### config.mk
export PLATFORM = sky130hd
export DESIGN_NAME = scan_line_to_rgb888_unpacker_core
export DESIGN_NICKNAME = d
export VERILOG_FILES = /design/src/hdl/slrgb_pkg.sv /design/src/hdl/slrgb_front.sv /design/src/hdl/slrgb_fifo.sv /design/src/hdl/slrgb_back.sv /design/src/hdl/scan_line_to_rgb888_unpacker_core.sv
export SDC_FILE = /design/constraint.sdc
export NUM_CORES = 1
export LEC_CHECK = 0
export ABC_AREA = 1
export BUFFER_PORTS_ARGS = -buffer_cell sky130_fd_sc_hd__buf_4
export CAP_MARGIN = 15
export CORE_MARGIN = 4
export CORE_UTILIZATION = 55
export CTS_CLUSTER_SIZE = 24
export DETAILED_ROUTE_END_ITERATION = 12
export GPL_ROUTABILITY_DRIVEN = 0
export PLACE_DENSITY = 0.85
export SLEW_MARGIN = 20
export SYNTH_ARGS = -nofsm -noshare
export SYNTH_HDL_FRONTEND = slang
export SYNTH_SLANG_ARGS = --single-unit
export TNS_END_PERCENT = 100
### constraint.sdc
create_clock -name clk -period 11.4 [get_ports clk]
set_clock_uncertainty 0.1 [all_clocks]
set_input_delay 1.14 -clock clk [delete_from_list [all_inputs] [get_ports clk]]
set_output_delay 1.14 -clock clk [all_outputs]
set_load 0.01 [all_outputs]
### src/hdl/slrgb_pkg.sv
// shared types and constants for the scan line to rgb888 unpacker
// used by slrgb_front, slrgb_fifo, slrgb_back and the core top level
// no dependencies
package slrgb_pkg;

    localparam int BYTE_W   = 8;
    localparam int FMT_W    = 2;
    localparam int LINE_W   = 16;
    localparam int WIDTH_W  = 14;
    localparam int HEIGHT_W = 16;
    localparam int POS_W    = 19;

    localparam logic [FMT_W-1:0] FMT_RGB  = 2'd0;
    localparam logic [FMT_W-1:0] FMT_GRAY = 2'd1;
    localparam logic [FMT_W-1:0] FMT_MONO = 2'd2;

    localparam logic [1:0] REG_FORMAT     = 2'd0;
    localparam logic [1:0] REG_LINE_BYTES = 2'd1;
    localparam logic [1:0] REG_WIDTH      = 2'd2;
    localparam logic [1:0] REG_HEIGHT     = 2'd3;

    localparam logic REQ_DATA  = 1'b0;
    localparam logic REQ_START = 1'b1;

    localparam logic [BYTE_W-1:0] MONO_BLACK = 8'h00;
    localparam logic [BYTE_W-1:0] MONO_WHITE = 8'hff;
    localparam logic [BYTE_W-1:0] MONO_MSB   = 8'h80;

    typedef enum logic [2:0] {
        KIND_START,
        KIND_RGB,
        KIND_GRAY,
        KIND_MONO,
        KIND_DROP
    } kind_t;

    typedef struct packed {
        kind_t             kind;
        logic [BYTE_W-1:0] data;
    } item_t;

    typedef struct packed {
        logic [FMT_W-1:0]    format;
        logic [LINE_W-1:0]   line_bytes;
        logic [WIDTH_W-1:0]  width;
        logic [HEIGHT_W-1:0] height;
    } cfg_t;

    typedef struct packed {
        logic [HEIGHT_W-1:0] row;
        logic [WIDTH_W-1:0]  column;
        logic [BYTE_W-1:0]   red;
        logic [BYTE_W-1:0]   green;
        logic [BYTE_W-1:0]   blue;
    } pix_t;

endpackage

### src/hdl/slrgb_front.sv
// input side of the unpacker: takes beats and classifies them by request and format
// depends on slrgb_pkg; feeds slrgb_fifo
module slrgb_front
    import slrgb_pkg::*;
(
    input  logic              in_valid,
    output logic              in_ready,
    input  logic              req_type,
    input  logic [BYTE_W-1:0] data_byte,
    input  logic [FMT_W-1:0]  frame_format,
    input  logic              queue_full,
    output logic              push,
    output item_t             item
);

    kind_t kind;

    always_comb
    begin
        if (req_type == REQ_START)
        begin
            kind = KIND_START;
        end
        else
        begin
            unique case (frame_format)
                FMT_RGB:  kind = KIND_RGB;
                FMT_GRAY: kind = KIND_GRAY;
                FMT_MONO: kind = KIND_MONO;
                default:  kind = KIND_DROP;
            endcase
        end
    end

    assign in_ready  = !queue_full;
    assign push      = in_valid && !queue_full;
    assign item.kind = kind;
    assign item.data = data_byte;

endmodule

### src/hdl/slrgb_fifo.sv
// small queue of classified items between the front and back ends
// depends on slrgb_pkg for the item type
module slrgb_fifo
    import slrgb_pkg::*;
#(
    parameter int DEPTH = 4
)
(
    input  logic                       clk,
    input  logic                       rst_n,
    input  logic                       push,
    input  item_t                      push_item,
    input  logic                       pop,
    output logic                       full,
    output logic                       head_valid,
    output item_t                      head_item,
    output logic [$clog2(DEPTH+1)-1:0] level
);

    localparam int PTR_W = (DEPTH > 1) ? $clog2(DEPTH) : 1;
    localparam int LVL_W = $clog2(DEPTH + 1);
    localparam logic [PTR_W-1:0] LAST_PTR = PTR_W'(DEPTH - 1);
    localparam logic [LVL_W-1:0] FULL_LVL = LVL_W'(DEPTH);

    item_t             mem [DEPTH];
    logic [PTR_W-1:0]  wr_ptr_reg, wr_ptr_next;
    logic [PTR_W-1:0]  rd_ptr_reg, rd_ptr_next;
    logic [LVL_W-1:0]  level_reg, level_next;

    always_comb
    begin
        wr_ptr_next = wr_ptr_reg;
        rd_ptr_next = rd_ptr_reg;
        level_next  = level_reg;
        if (push)
        begin
            wr_ptr_next = (wr_ptr_reg == LAST_PTR) ? '0 : wr_ptr_reg + 1'b1;
        end
        if (pop)
        begin
            rd_ptr_next = (rd_ptr_reg == LAST_PTR) ? '0 : rd_ptr_reg + 1'b1;
        end
        if (push && !pop)
        begin
            level_next = level_reg + 1'b1;
        end
        else if (pop && !push)
        begin
            level_next = level_reg - 1'b1;
        end
    end

    always_ff @(posedge clk or negedge rst_n)
    begin
        if (!rst_n)
        begin
            wr_ptr_reg <= '0;
            rd_ptr_reg <= '0;
            level_reg  <= '0;
        end
        else
        begin
            wr_ptr_reg <= wr_ptr_next;
            rd_ptr_reg <= rd_ptr_next;
            level_reg  <= level_next;
        end
    end

    always_ff @(posedge clk)
    begin
        if (push)
        begin
            mem[wr_ptr_reg] <= push_item;
        end
    end

    assign full       = (level_reg == FULL_LVL);
    assign head_valid = (level_reg != '0);
    assign head_item  = mem[rd_ptr_reg];
    assign level      = level_reg;

endmodule

### src/hdl/slrgb_back.sv
// back end of the unpacker: line and row counters, pixel assembly, mono bit loop,
// one-pixel hold for the last flag and the output register; depends on slrgb_pkg
module slrgb_back
    import slrgb_pkg::*;
(
    input  logic  clk,
    input  logic  rst_n,
    input  cfg_t  cfg,
    input  logic  item_valid,
    input  item_t item,
    output logic  item_pop,
    output logic  out_valid,
    input  logic  out_ready,
    output pix_t  out_pix,
    output logic  out_last
);

    logic                frame_active_reg, frame_active_next;
    logic [HEIGHT_W-1:0] row_reg, row_next;
    logic [POS_W-1:0]    pos_reg, pos_next;
    logic [WIDTH_W-1:0]  pix_idx_reg, pix_idx_next;
    logic [1:0]          phase_reg, phase_next;
    logic [15:0]         held_reg, held_next;
    logic [2:0]          bit_reg, bit_next;
    logic                pend_valid_reg, pend_valid_next;
    logic                pend_final_reg, pend_final_next;
    pix_t                pend_pix_reg, pend_pix_next;
    logic                out_valid_reg, out_valid_next;
    logic                out_last_reg, out_last_next;
    pix_t                out_pix_reg, out_pix_next;

    logic                go;
    logic                work;
    logic                active;
    logic [POS_W-1:0]    pos_inc;
    logic [POS_W-1:0]    line_len;
    logic                wrap;
    logic [HEIGHT_W-1:0] row_inc;
    logic [15:0]         width3;
    logic                new_pix;
    logic                item_end;
    logic                rel;
    pix_t                new_px;
    logic [BYTE_W-1:0]   mono_val;

    assign go       = !out_valid_reg || out_ready;
    assign work     = item_valid && go;
    assign active   = frame_active_reg && (row_reg < cfg.height);
    assign pos_inc  = pos_reg + 1'b1;
    assign line_len = (item.kind == KIND_MONO) ? {cfg.line_bytes, 3'b000}
                                               : {3'b000, cfg.line_bytes};
    assign wrap     = (pos_inc >= line_len);
    assign row_inc  = row_reg + 1'b1;
    assign width3   = {1'b0, cfg.width, 1'b0} + {2'b00, cfg.width};
    assign mono_val = ((item.data & (MONO_MSB >> bit_reg)) != '0) ? MONO_BLACK : MONO_WHITE;

    always_comb
    begin
        frame_active_next = frame_active_reg;
        row_next          = row_reg;
        pos_next          = pos_reg;
        pix_idx_next      = pix_idx_reg;
        phase_next        = phase_reg;
        held_next         = held_reg;
        bit_next          = bit_reg;
        new_pix           = 1'b0;
        item_end          = 1'b0;
        new_px            = '0;
        new_px.row        = row_reg;

        if (work)
        begin
            item_end = 1'b1;
            unique case (item.kind)
                KIND_START:
                begin
                    frame_active_next = 1'b1;
                    row_next          = '0;
                    pos_next          = '0;
                    pix_idx_next      = '0;
                    phase_next        = '0;
                    held_next         = '0;
                    bit_next          = '0;
                end
                KIND_RGB:
                begin
                    if (active)
                    begin
                        if (pos_reg < {3'b000, width3})
                        begin
                            case (phase_reg)
                                2'd0:
                                begin
                                    held_next  = {item.data, 8'h00};
                                    phase_next = 2'd1;
                                end
                                2'd1:
                                begin
                                    held_next  = {held_reg[15:8], item.data};
                                    phase_next = 2'd2;
                                end
                                default:
                                begin
                                    new_pix       = 1'b1;
                                    new_px.column = pix_idx_reg;
                                    new_px.red    = held_reg[15:8];
                                    new_px.green  = held_reg[7:0];
                                    new_px.blue   = item.data;
                                    pix_idx_next  = pix_idx_reg + 1'b1;
                                    phase_next    = 2'd0;
                                end
                            endcase
                        end
                        if (wrap)
                        begin
                            row_next     = row_inc;
                            pos_next     = '0;
                            pix_idx_next = '0;
                            phase_next   = '0;
                        end
                        else
                        begin
                            pos_next = pos_inc;
                        end
                    end
                end
                KIND_GRAY:
                begin
                    if (active)
                    begin
                        if (pos_reg < {5'b00000, cfg.width})
                        begin
                            new_pix       = 1'b1;
                            new_px.column = pos_reg[WIDTH_W-1:0];
                            new_px.red    = item.data;
                            new_px.green  = item.data;
                            new_px.blue   = item.data;
                        end
                        if (wrap)
                        begin
                            row_next     = row_inc;
                            pos_next     = '0;
                            pix_idx_next = '0;
                            phase_next   = '0;
                        end
                        else
                        begin
                            pos_next = pos_inc;
                        end
                    end
                end
                KIND_MONO:
                begin
                    if (active)
                    begin
                        if (pos_reg < {5'b00000, cfg.width})
                        begin
                            new_pix       = 1'b1;
                            new_px.column = pos_reg[WIDTH_W-1:0];
                            new_px.red    = mono_val;
                            new_px.green  = mono_val;
                            new_px.blue   = mono_val;
                        end
                        if (wrap)
                        begin
                            row_next     = row_inc;
                            pos_next     = '0;
                            pix_idx_next = '0;
                            phase_next   = '0;
                        end
                        else
                        begin
                            pos_next = pos_inc;
                        end
                        // frame done mid byte drops the remaining bits
                        item_end = (bit_reg == 3'd7) || (wrap && (row_inc >= cfg.height));
                        bit_next = item_end ? 3'd0 : bit_reg + 1'b1;
                    end
                end
                default:
                begin
                    item_end = 1'b1;
                end
            endcase
        end
    end

    // hold the newest pixel until the next one or the end of its byte sets its last flag
    always_comb
    begin
        pend_valid_next = pend_valid_reg;
        pend_final_next = pend_final_reg;
        pend_pix_next   = pend_pix_reg;
        out_valid_next  = out_valid_reg;
        out_last_next   = out_last_reg;
        out_pix_next    = out_pix_reg;
        rel             = pend_valid_reg && (new_pix || item_end || pend_final_reg);
        if (go)
        begin
            out_valid_next = rel;
            if (rel)
            begin
                out_pix_next  = pend_pix_reg;
                out_last_next = pend_final_reg || (item_end && !new_pix);
            end
            if (new_pix)
            begin
                pend_valid_next = 1'b1;
                pend_final_next = item_end;
                pend_pix_next   = new_px;
            end
            else if (rel)
            begin
                pend_valid_next = 1'b0;
                pend_final_next = 1'b0;
            end
        end
    end

    always_ff @(posedge clk or negedge rst_n)
    begin
        if (!rst_n)
        begin
            frame_active_reg <= 1'b0;
            row_reg          <= '0;
            pos_reg          <= '0;
            pix_idx_reg      <= '0;
            phase_reg        <= '0;
            held_reg         <= '0;
            bit_reg          <= '0;
            pend_valid_reg   <= 1'b0;
            pend_final_reg   <= 1'b0;
            out_valid_reg    <= 1'b0;
            out_last_reg     <= 1'b0;
        end
        else
        begin
            frame_active_reg <= frame_active_next;
            row_reg          <= row_next;
            pos_reg          <= pos_next;
            pix_idx_reg      <= pix_idx_next;
            phase_reg        <= phase_next;
            held_reg         <= held_next;
            bit_reg          <= bit_next;
            pend_valid_reg   <= pend_valid_next;
            pend_final_reg   <= pend_final_next;
            out_valid_reg    <= out_valid_next;
            out_last_reg     <= out_last_next;
        end
    end

    always_ff @(posedge clk)
    begin
        pend_pix_reg <= pend_pix_next;
        out_pix_reg  <= out_pix_next;
    end

    assign item_pop  = work && item_end;
    assign out_valid = out_valid_reg;
    assign out_pix   = out_pix_reg;
    assign out_last  = out_last_reg;

endmodule

### src/hdl/scan_line_to_rgb888_unpacker_core.sv
// Scan line to RGB888 unpacker. Raw scanner bytes come in on the slave stream and
// RGB888 pixels tagged with row and column leave on the master stream. A front end
// classifies each beat (start request, RGB, gray or mono byte, or dropped) into a
// QUEUE_DEPTH-entry queue; the back end holds the line and row counters and builds
// pixels. The back end takes an RGB or gray byte whole and works a mono byte one bit
// per cycle while the output does not stall, ending early when the frame ends inside
// it; the queue keeps accepting a byte every cycle until it is full.
// A built pixel is held one stage until its last flag is known: an RGB or gray pixel
// goes to the hold register and then the output register once its byte reaches the
// head of the queue, a mono pixel once its bit is taken, or later when only padding bits
// follow it, since it then waits for the end of its byte. tlast marks the final pixel
// of each byte. Registers on the APB port at byte addresses 0, 4, 8, 12: frame format,
// source line bytes, image width, image height; write them only while the block is idle.
// depends on slrgb_pkg, slrgb_front, slrgb_fifo, slrgb_back
module scan_line_to_rgb888_unpacker_core
    import slrgb_pkg::*;
#(
    parameter int QUEUE_DEPTH = 4
)
(
    input  logic        clk,
    input  logic        rst_n,
    input  logic        psel,
    input  logic        penable,
    input  logic        pwrite,
    input  logic [3:0]  paddr,
    input  logic [31:0] pwdata,
    output logic [31:0] prdata,
    output logic        pready,
    input  logic        s_axis_tvalid,
    output logic        s_axis_tready,
    input  logic [7:0]  s_axis_tdata,   // data_byte
    input  logic        s_axis_tuser,   // req_type
    output logic        m_axis_tvalid,
    input  logic        m_axis_tready,
    // pixel_row[15:0], pixel_column[29:16], red[37:30], green[45:38], blue[53:46], zero pad
    output logic [55:0] m_axis_tdata,
    output logic        m_axis_tlast    // last_of_item
);

    localparam int LVL_W = $clog2(QUEUE_DEPTH + 1);

    logic [FMT_W-1:0]    format_reg;
    logic [LINE_W-1:0]   line_bytes_reg;
    logic [WIDTH_W-1:0]  width_reg;
    logic [HEIGHT_W-1:0] height_reg;
    logic                cfg_write;
    cfg_t                cfg;

    logic                q_full;
    logic                q_push;
    item_t               q_in_item;
    logic                q_valid;
    item_t               q_head;
    logic                q_pop;
    logic [LVL_W-1:0]    q_level;
    pix_t                out_pix;

    assign pready    = 1'b1;
    assign cfg_write = psel && penable && pwrite && pready;

    always_ff @(posedge clk or negedge rst_n)
    begin
        if (!rst_n)
        begin
            format_reg     <= FMT_RGB;
            line_bytes_reg <= 16'd1;
            width_reg      <= 14'd1;
            height_reg     <= 16'd1;
        end
        else if (cfg_write)
        begin
            unique case (paddr[3:2])
                REG_FORMAT:     format_reg     <= pwdata[FMT_W-1:0];
                REG_LINE_BYTES: line_bytes_reg <= pwdata[LINE_W-1:0];
                REG_WIDTH:      width_reg      <= pwdata[WIDTH_W-1:0];
                REG_HEIGHT:     height_reg     <= pwdata[HEIGHT_W-1:0];
                default:        ;
            endcase
        end
    end

    always_comb
    begin
        unique case (paddr[3:2])
            REG_FORMAT:     prdata = {30'd0, format_reg};
            REG_LINE_BYTES: prdata = {16'd0, line_bytes_reg};
            REG_WIDTH:      prdata = {18'd0, width_reg};
            REG_HEIGHT:     prdata = {16'd0, height_reg};
            default:        prdata = '0;
        endcase
    end

    assign cfg.format     = format_reg;
    assign cfg.line_bytes = line_bytes_reg;
    assign cfg.width      = width_reg;
    assign cfg.height     = height_reg;

    slrgb_front u_front
    (
        .in_valid     (s_axis_tvalid),
        .in_ready     (s_axis_tready),
        .req_type     (s_axis_tuser),
        .data_byte    (s_axis_tdata),
        .frame_format (format_reg),
        .queue_full   (q_full),
        .push         (q_push),
        .item         (q_in_item)
    );

    slrgb_fifo #(
        .DEPTH (QUEUE_DEPTH)
    ) u_fifo
    (
        .clk        (clk),
        .rst_n      (rst_n),
        .push       (q_push),
        .push_item  (q_in_item),
        .pop        (q_pop),
        .full       (q_full),
        .head_valid (q_valid),
        .head_item  (q_head),
        .level      (q_level)
    );

    slrgb_back u_back
    (
        .clk        (clk),
        .rst_n      (rst_n),
        .cfg        (cfg),
        .item_valid (q_valid),
        .item       (q_head),
        .item_pop   (q_pop),
        .out_valid  (m_axis_tvalid),
        .out_ready  (m_axis_tready),
        .out_pix    (out_pix),
        .out_last   (m_axis_tlast)
    );

    assign m_axis_tdata = {2'b00, out_pix.blue, out_pix.green, out_pix.red,
                           out_pix.column, out_pix.row};

    a_pop_needs_item: assert property (@(posedge clk) disable iff (!rst_n)
        q_pop |-> q_valid)
        else $error("queue popped while empty");

    a_level_bound: assert property (@(posedge clk) disable iff (!rst_n)
        q_level <= LVL_W'(QUEUE_DEPTH))
        else $error("queue level beyond depth");

    a_push_lands: assert property (@(posedge clk) disable iff (!rst_n)
        (s_axis_tvalid && s_axis_tready) |=> (q_level != '0))
        else $error("accepted beat missing from queue");

endmodule

==> summary.json <==
{
  "outcome": {
    "run_status": "finished, final reports clean"
  },
  "sta": {
    "final-hold-violation-count": 0,
    "finalSetupViolCount": 0,
    "setup_tns_ns": 0,
    "min_period_ns": 6.043,
    "setup_repair_after_global_routing_missed_its_margin": "false",
    "fmaxAchievable_mhz": 165.5,
    "holdWs_ns": 0.3124,
    "slew_viols_final": 0,
    "worst_pin_slew_ns": 1.103,
    "final_worst_path_cycle_share": 0.5301,
    "max-slew-margin-rel": 0.2619
  },
  "synthesis": {
    "synthesis.area_mm2": 0.01538,
    "synth_most_common_cell": "sky130_fd_sc_hd__nand2_1",
    "synth_cell_type_count": 57,
    "proportion_of_register_bits_with_asynchronous_set_or_reset_after_synthesis": 0.4610,
    "synth_top_area_frac": 0.2968,
    "yosys-top-cells-count": "sky130_fd_sc_hd__nand2_1, sky130_fd_sc_hd__inv_1, sky130_fd_sc_hd__edfxtp_1, sky130_fd_sc_hd__dfrtp_1, sky130_fd_sc_hd__ha_1",
    "main_flop_type_after_synthesis": "sky130_fd_sc_hd__edfxtp_1",
    "count_of_flip_flops_with_a_built_in_enable_after_synthesis": 152,
    "synthesized_area_per_cell_um2": 9.243,
    "fraction_of_the_yosys_area_taken_by_sequential_cells": 0.5085,
    "dominant_cells_by_area_after_synthesis": "sky130_fd_sc_hd__edfxtp_1, sky130_fd_sc_hd__dfrtp_1, sky130_fd_sc_hd__nand2_1",
    "synthCells": 1664,
    "ys_ff_latch": 282,
    "count_of_warnings_emitted_by_yosys": 0,
    "synth_area_leader_cell": "sky130_fd_sc_hd__edfxtp_1"
  },
  "cells_and_area": {
    "final-seq-area_mm2": 0.007821,
    "area.growth.synth_to_final_pct": 12.57,
    "layout-drive-gt1-share": 0.1283,
    "n_antenna_cell": 0,
    "multiInputGateArea_mm2": 0.006474,
    "fill_cells": 2146,
    "finalNetCount": 1928,
    "layout.cells.non_filler": 2157
  },
  "grt": {
    "grt_antenna_before_repair": 0,
    "vias_in_the_first_global_route": 11900,
    "global_route.usage.total": 0.2277,
    "first_pass_grt_wire_length_um": 57840,
    "grt_max_degree": 77,
    "grt_remaining_overflow": 0
  },
  "clock_network": {
    "cts_buffers": 29,
    "post_cts.repair.setup_buffers": 0,
    "clk_pin_slew_worst_paths_ns": 0.06,
    "clock_tree_root_buffer_cell": "sky130_fd_sc_hd__clkbuf_16",
    "h-tree-depth": 1,
    "clock_tree_from_tritoncts": "done",
    "insertion_delay_ns": 0.55,
    "post_cts_resized": 0,
    "hold_buffer_count_at_cts": 0,
    "cts.sinks": 282,
    "ctsLongestPathBuffers": 3
  },
  "critical_path": {
    "worst_r2r_path_depth": 23,
    "rr_endpoint": "u_back.out_pix[38]",
    "endpoint_kind": "flip-flop",
    "worstPathMaxFanout": 54,
    "rrSetupSlack_ns": 5.36,
    "cp.required_ns": 11.31,
    "reg2reg_from": "u_fifo.rd_ptr_reg[0]",
    "start_kind": "flip-flop",
    "setup.worst_path.class": "flip-flop to flip-flop",
    "critPathArrivalTime_ns": 5.95
  },
  "die": {
    "core-area_mm2": 0.02725,
    "dieArea_mm2": 0.03070,
    "floorplan.die.height_um": 175.2,
    "row_count": 60,
    "fp.dieW_um": 175.2,
    "top_level_ports": 144,
    "start_util": 0.5644
  },
  "power_and_ir_drop": {
    "combPwrFrac": 0.389,
    "leakagePower_nw": 7.815,
    "pwr_density_cell_mw_per_mm2": 234.5,
    "vdd_ir_drop_max_v": 0.0002016,
    "sw_frac_of_total": 0.4016,
    "p_switching_mw": 1.631,
    "power_report.internal_total_mw": 2.429,
    "p_clk_frac": 0.234,
    "seq_power_share": 0.377
  },
  "detailed_routing": {
    "detail_route.iter0.violations": 979,
    "route.antenna.remaining_nets": 0,
    "number_of_detailed_routing_iterations_run_before_antenna_repair": 6,
    "avgViaCountPerCell": 5.593,
    "vias": 12060,
    "routed_wl_um": 35510,
    "drc": 0,
    "route.detailed.wl_per_inst_um": 16.46
  },
  "min_path": {
    "min_to": "u_back.out_pix[7]",
    "min_path_cells": 0,
    "timing.hold.worst.start": "u_back.pend_pix_reg[7]",
    "holdCritPathClass": "flip-flop to flip-flop"
  },
  "placed_design": {
    "number_of_i_o_port_buffers": 106,
    "place.detailed.hpwl_um": 25760,
    "placed_cells": 2103
  },
  "job": {
    "cap_viol_max_count": 0
  }
}
[routing by layer]
layer / up-vias / global-route usage / routed length (um)
met4: 0 / 0.07889 / 1135
met5: - / 0 / 0
met1: 5714 / 0.2978 / 14630
li1: 5736 / - / -
met3: 99 / 0.03916 / 2810
met2: 515 / 0.3854 / 16940
[critical path: stages (launching register included)]
cell and delay (ns):
sky130_fd_sc_hd__dfrtp_1 0.88, sky130_fd_sc_hd__inv_2 0.38, sky130_fd_sc_hd__nand2_1 0.16, sky130_fd_sc_hd__nand3_1 0.10
sky130_fd_sc_hd__nand2_2 0.16, sky130_fd_sc_hd__inv_2 0.10, sky130_fd_sc_hd__nor2_8 0.13, sky130_fd_sc_hd__nand2_2 0.38
sky130_fd_sc_hd__o21ai_0 0.48, sky130_fd_sc_hd__ha_1 0.34, sky130_fd_sc_hd__nand2_1 0.12, sky130_fd_sc_hd__inv_1 0.07
sky130_fd_sc_hd__nand2_1 0.06, sky130_fd_sc_hd__nand2_1 0.04, sky130_fd_sc_hd__nand2_1 0.05, sky130_fd_sc_hd__nand2_1 0.04
sky130_fd_sc_hd__nand2_1 0.07, sky130_fd_sc_hd__nand4_2 0.36, sky130_fd_sc_hd__nand2_1 0.21, sky130_fd_sc_hd__nand3_1 0.11
sky130_fd_sc_hd__nand2_1 0.12, sky130_fd_sc_hd__nand3_1 0.13, sky130_fd_sc_hd__nand3_2 0.15, sky130_fd_sc_hd__clkinv_2 0.67
[cell families (layout without fill, tap and decap cells)]
logic type / count (synthesis) / in the layout / share of synthesized area
buffers and inverters: 259 / 363 / 0.07468
adders and majority gates: 114 / 114 / 0.09372
DFF: 282 / 282 / 0.5085
muxes: 2 / 2 / 0.001464
other: 2 / 19 / 0.0004883
and+or+nand+nor: 689 / 689 / 0.1955
AOI/OAI and AO/OA: 270 / 270 / 0.09942
xor gates and xnor gates: 46 / 46 / 0.02620
[placed cells by master (no fill, tap or decap), drive strengths merged, types with 12 or more instances in the layout]
cell type / n
a21oi: 84
buf: 111
clkbuf: 43
conb: 19
dfrtp: 127
edfxtp: 152
ha: 112
inv: 197
nand2: 440
nand3: 112
nand4: 16
nor2: 85
nor3: 21
o21ai: 145
o221ai: 12
o22ai: 13
xor2: 39
[per-stage QoR]
step | power, mW | worst slack (ns) | util | instance area (um^2)
2_1_floorplan | 2.666 | 6.685 | - | 15440
3_3_place_gp | 3.012 | 5.833 | 0.5999 | 16350
3_5_place_dp | 3.100 | 5.635 | 0.5999 | 16350
4_1_cts | 4.064 | 5.612 | 0.6352 | 17310
5_1_grt | 4.333 | 4.798 | 0.6353 | 17310
6_report | 4.060 | 5.357 | 0.6353 | 17310
[power by group through the flow]
stage               Combinational [mW]  Sequential, mW  Clock, mW
global route                      1.77            1.56       1.01
floorplan                         1.14            1.53          0
global placement                  1.48            1.53          0
CTS                               1.57            1.53      0.959
detailed placement                1.55            1.55          0
finish                            1.58            1.53      0.948
[final cells by class]
class,instances,area share
flip-flops and latches,282,0.4518
multi-input cells,1140,0.3739
clock buffers,43,0.04900
repair buffers,111,0.04813
inverters,198,0.04365
well taps,372,0.02688
clock inverters,11,0.006649
[worst max-delay path by stage]
| stage | from | end | slack, ns | depth (start not counted) |
|---|---|---|---|---|
| after floorplan | u_back.pos_reg[1] | u_back.out_pix[0] | 6.69 | 22 |
| after global placement | u_fifo.rd_ptr_reg[0] | u_back.out_pix[39] | 5.83 | 22 |
| after detailed placement | u_fifo.rd_ptr_reg[0] | u_back.out_pix[39] | 5.64 | 22 |
| after CTS | u_fifo.rd_ptr_reg[0] | u_back.out_pix[38] | 5.61 | 22 |
| after global routing | u_fifo.rd_ptr_reg[0] | u_back.out_pix[38] | 4.80 | 22 |
| final | u_fifo.rd_ptr_reg[0] | u_back.out_pix[38] | 5.36 | 23 |
Note: power is estimated with default switching activity, not from simulation.
